**src/sv/path_hash_bucket_insert_defines.svh**
```systemverilog
// assertion macros shared by the path hash bucket insert design
`ifndef PATH_HASH_BUCKET_INSERT_DEFINES_SVH
`define PATH_HASH_BUCKET_INSERT_DEFINES_SVH

// same-cycle implication, checked outside reset
`define PHBI_ASSERT_IMPL(label, ante, cons) \
    label: assert property (@(posedge clk) disable iff (!rst_n) (ante) |-> (cons)) \
        else $error("phbi assertion failed");

// next-cycle implication, checked outside reset
`define PHBI_ASSERT_NEXT(label, ante, cons) \
    label: assert property (@(posedge clk) disable iff (!rst_n) (ante) |=> (cons)) \
        else $error("phbi assertion failed");

`endif

```
**src/sv/phbi_pkg.sv**
```systemverilog
// shared constants and types for the path hash bucket insert design
package phbi_pkg;

    localparam int HASH_W     = 32;
    localparam int UNIT_W     = 16;
    localparam int INDEX_W    = 12;
    localparam int DIR_CNT_W  = 11;
    localparam int FILE_CNT_W = 13;
    localparam int CFG_DATA_W = 13;
    localparam int ROT_RIGHT  = 5;

    typedef logic [HASH_W-1:0] word_t;

    localparam word_t HASH_SEED  = 32'd123456789;
    localparam word_t EMPTY_HEAD = 32'hffff_ffff;

    localparam logic REG_DIR_COUNT  = 1'b0;
    localparam logic REG_FILE_COUNT = 1'b1;

    localparam logic [DIR_CNT_W-1:0]  DIR_COUNT_RESET  = 11'd3;
    localparam logic [FILE_CNT_W-1:0] FILE_COUNT_RESET = 13'd3;

endpackage

```
**src/sv/phbi_mod.sv**
```systemverilog
// iterative restoring modulo unit, one dividend bit per cycle
module phbi_mod #(
    parameter int CNT_W = 17
) (
    input  logic                      clk,
    input  logic                      rst_n,
    input  logic                      start,
    input  logic [phbi_pkg::HASH_W-1:0] dividend,
    input  logic [CNT_W-1:0]          divisor,
    output logic                      done,
    output logic [CNT_W-1:0]          remainder
);
    import phbi_pkg::*;

    localparam int STEP_W = $clog2(HASH_W + 1);
    localparam logic [STEP_W-1:0] STEP_INIT = STEP_W'(HASH_W);
    localparam logic [STEP_W-1:0] STEP_ONE  = STEP_W'(1);

    logic              busy_reg, busy_next;
    logic              done_reg, done_next;
    logic [STEP_W-1:0] step_reg, step_next;
    word_t             dvd_reg, dvd_next;
    logic [CNT_W-1:0]  dsr_reg, dsr_next;
    logic [CNT_W-1:0]  rem_reg, rem_next;

    logic [CNT_W:0]    rem_shift;
    logic [CNT_W:0]    rem_diff;
    logic [CNT_W-1:0]  rem_step;

    assign rem_shift = {rem_reg, dvd_reg[HASH_W-1]};
    assign rem_diff  = rem_shift - {1'b0, dsr_reg};
    assign rem_step  = (rem_shift >= {1'b0, dsr_reg}) ? rem_diff[CNT_W-1:0]
                                                      : rem_shift[CNT_W-1:0];

    always_comb
    begin
        busy_next = busy_reg;
        done_next = 1'b0;
        step_next = step_reg;
        dvd_next  = dvd_reg;
        dsr_next  = dsr_reg;
        rem_next  = rem_reg;
        if (start)
        begin
            busy_next = 1'b1;
            step_next = STEP_INIT;
            dvd_next  = dividend;
            dsr_next  = divisor;
            rem_next  = '0;
        end
        else if (busy_reg)
        begin
            dvd_next  = {dvd_reg[HASH_W-2:0], 1'b0};
            rem_next  = rem_step;
            step_next = step_reg - STEP_ONE;
            if (step_reg == STEP_ONE)
            begin
                busy_next = 1'b0;
                done_next = 1'b1;
            end
        end
    end

    always_ff @(posedge clk or negedge rst_n)
    begin
        if (!rst_n)
        begin
            busy_reg <= 1'b0;
            done_reg <= 1'b0;
            step_reg <= '0;
        end
        else
        begin
            busy_reg <= busy_next;
            done_reg <= done_next;
            step_reg <= step_next;
        end
    end

    always_ff @(posedge clk)
    begin
        dvd_reg <= dvd_next;
        dsr_reg <= dsr_next;
        rem_reg <= rem_next;
    end

    assign done      = done_reg;
    assign remainder = rem_reg;

endmodule

```
**config.mk**
```make
export PLATFORM = sky130hd
export DESIGN_NAME = phbi_mod
export DESIGN_NICKNAME = d
export VERILOG_FILES = /design/src/sv/path_hash_bucket_insert_defines.svh /design/src/sv/phbi_pkg.sv /design/src/sv/phbi_mod.sv
export SDC_FILE = /design/constraint.sdc
export NUM_CORES = 1
export LEC_CHECK = 0
export BUFFER_PORTS_ARGS = -buffer_cell sky130_fd_sc_hd__buf_2
export CAP_MARGIN = 40
export CORE_UTILIZATION = 30
export CTS_BUF_LIST = sky130_fd_sc_hd__clkbuf_4 sky130_fd_sc_hd__clkbuf_8
export CTS_CLUSTER_DIAMETER = 30
export CTS_CLUSTER_SIZE = 24
export DETAILED_ROUTE_END_ITERATION = 10
export PLACE_DENSITY = 0.55
export SYNTH_ARGS = -nofsm -noshare
export SYNTH_HDL_FRONTEND = slang
export SYNTH_SLANG_ARGS = --single-unit
```
**constraint.sdc**
```tcl
create_clock -name clk -period 3.1 [get_ports clk]
set_clock_uncertainty 0.2 [all_clocks]
set_input_delay 0.155 -clock clk [delete_from_list [all_inputs] [get_ports clk]]
set_output_delay 0.155 -clock clk [all_outputs]
set_load 0.05 [all_outputs]
```
==> results.md <==
* Outcome: finished clean
* Post-synth design cell area at 0.00390 mm²
* GP Congestion at 0.817
* Final Cycle Share at 95.3%
* Max reg flops at 32
* RR Endpoint: remainder[10]
* PwrDens at 738 mW/mm²
* CP Data Required Time at 3.17 ns
* EDFF count, synth at 49
* MaxCap Viol Count at 0
* Largest net degree at the start of global routing at 46
* FF-to-FF setup slack at 0.15 ns
* Chip height at 116 µm
* GR Overflow Total at 0
* Reg2Reg Depth at 11
* Initial antenna violation count at 0
* Die area at 0.0135 mm²
* Multi-input gate area at 0.00173 mm²
* # nets final at 537
* P&R area growth vs syn at 33.8%
* Share of the synthesized area in the top cell type at 37.7%
* Yosys cell types at 61
* Sequential area share after synthesis at 51.5%
* Routed WL at 9080 µm
* WP data arrival at 3.02 ns
* Setup violators final at 0
* Initial core utilization at 30.8%
* Count leader, synth: edfxtp_1
* DP Worst Slack at 0.126 ns
* Ranking of synthesized cells by area: edfxtp_1 38%, mux2_2 8.9%, dfxtp_1 8.7%
* Worst setup slack after layout at 0.146 ns
* RSZ-0062 raised after global routing: no
* Final Util at 41.2%
* Die Width at 116 µm
* Mean Syn Cell Area at 11.6 µm²
* Number of synthesis warnings at 0
* Worst skew pair latency at 0.36 ns
* Asr flop ratio synth at 10.8%
* CP max FO at 6
* Vias at 3070
* Crit path launch type: flop
* Synthesized flop and latch total at 74
* Syn Inst Count at 338
* Slew Viols, Final at 0
* Critical Path End: remainder[10]
* # DRC at 0
* Top_reg_cell synth: edfxtp_1
* Core area at 0.0127 mm²
* Setup tns final at 0 ns
* # IOs at 70
* H-tree levels at 3
* Hold Crit Class: primary input to flop
* Total track usage at 14.5%
* CTS sink cnt at 74
* Achievable Freq at 339 MHz
* Drt first pass iters at 4
* Leak at 2.27 nW
* Setup Crit Path Kind: flop to flop
* Relative slew margins at 45.5%
* Placed cells at 574
* Initial DRC Count at 116
* First-pass GRT wire length at 15000 µm
* CTS root buffer: clkbuf_8
* Largest area contributor in the netlist: edfxtp_1
* Setup crit start: dvd_reg[31]
* Post-DP HPWL at 6310 µm
* Final Hold Fails at 0
* Port bufs at 69
* Post-layout min period at 2.95 ns
* Syn_nets at 410
* Top cells by instance count after synthesis: 49 x edfxtp_1, 31 x mux2_2, 28 x nor2_1, 27 x inv_1, 19 x ha_1
* Cts bufs inserted at 9
* Sequential cell area at 0.00201 mm²
* Clock slew at reported path FFs at 0.08 ns
* Worst r2r src: dvd_reg[31]
* Max VDD drop at 0.000317 V
* Layout cells sized above 1 at 27.9%
* Worst setup EP type: flop
* CTS max path bufs at 2
* Routed wire per std cell at 14.1 µm
* Vias in the first global route at 3122
* Number of antenna diodes at 0
* Non-Filler Instances at 642
* Routed Antenna Nets at 0
* CTS tree: built
* Filler cell count in the final layout at 1244
* Number of core rows at 41
* Slew @ Worst Pin at 0.814 ns
* Via/cell ratio at 4.78
## metrics by stage
stage | area [µm²] | hold slack [ns] | power, mW
global placement | 4480 | -0.189 | 2.93
CTS | 5220 | 0.0508 | 3.87
global route | 5230 | 0.101 | 4.11
detailed placement | 4480 | -0.188 | 2.95
finish | 5230 | 0.0711 | 3.86
floorplan | 3910 | -0.341 | 2.54
## metal layers
layer / track usage, % / routed length (µm)
met2: 25.1 / 4440
met5: 0 / 0
met1: 17.3 / 4060
met4: 5.30 / 156
met3: 3.84 / 426
## worst min path at each step
stage / cells past startpoint / end / from / slack, ns
6_report: 2 / step_reg[4] / start / 0.07
5_1_grt: 1 / dsr_reg[2] / start / 0.10
4_1_cts: 2 / step_reg[4] / start / 0.05
3_5_place_dp: 1 / step_reg[2] / rst_n / -0.19
3_3_place_gp: 1 / done / rst_n / -0.19
2_1_floorplan: 0 / busy_reg / rst_n / -0.34
## what timing repair did
action                                  in CTS  in global routing
gates resized for setup                      0                  0
buffers inserted                             0                  1
hold buffers                                51                  0
endpoints found under the setup margin       0                  5
hold endpoints to repair                    57                  0
## final cells by class
cell class,instances,area share [%]
multi-input cells,223,33.1
inverters,27,1.94
clock inverters,7,1.94
clock buffers,9,2.37
repair buffers,130,18.1
flip-flops and latches,74,38.5
well taps,172,4.12
## cell usage in the layout (no fill, tap or decap), types with 4 or more instances in the layout
master	Yosys	final
dfxtp_1	17	17
buf_2	2	69
nand3_1	4	4
a211oi_1	6	6
a21oi_1	14	14
inv_1	27	27
mux2_2	31	31
buf_4	0	9
nand2_1	11	11
a21o_1	5	5
ha_1	19	19
dfrtp_1	8	8
clkbuf_8	0	9
xnor2_1	9	9
mux2i_1	6	6
xor2_1	7	7
dlygate4sd3_1	0	51
o21ai_0	14	14
o31ai_1	4	4
nor2_1	28	28
nand2b_1	4	4
edfxtp_1	49	49
a32oi_1	6	6
## where the power goes
| part | leakage (nW) | switching, mW | internal (mW) |
|---|---|---|---|
| Clock | 0.106 | 0.398 | 0.460 |
| Combinational | 1.43 | 0.950 | 0.653 |
| Sequential | 0.742 | 0.144 | 1.25 |
| Total | 2.27 | 1.49 | 2.36 |
## worst max-delay path, stage by stage, from the launching register on
cell,delay [ns]
edfxtp_1,0.39
inv_1,0.07
ha_1,0.16
inv_1,0.05
fa_1,0.40
a21o_1,0.24
a22o_1,0.20
a311o_1,0.36
a21oi_4,0.19
buf_4,0.17
and4b_1,0.19
nor4_1,0.24
## cells by family after synthesis
| group | Yosys count | synth area share [%] |
|---|---|---|
| buffers and inverters | 41 | 4.23 |
| multiplexers | 37 | 10.5 |
| AO/OA/AOI/OAI | 81 | 14.8 |
| flip-flops | 74 | 51.5 |
| XOR/XNOR | 16 | 3.59 |
| AND/OR/NAND/NOR | 69 | 8.81 |
| adder cells (fa/ha/maj) | 20 | 6.60 |
Power figures use the tool's default switching activity.
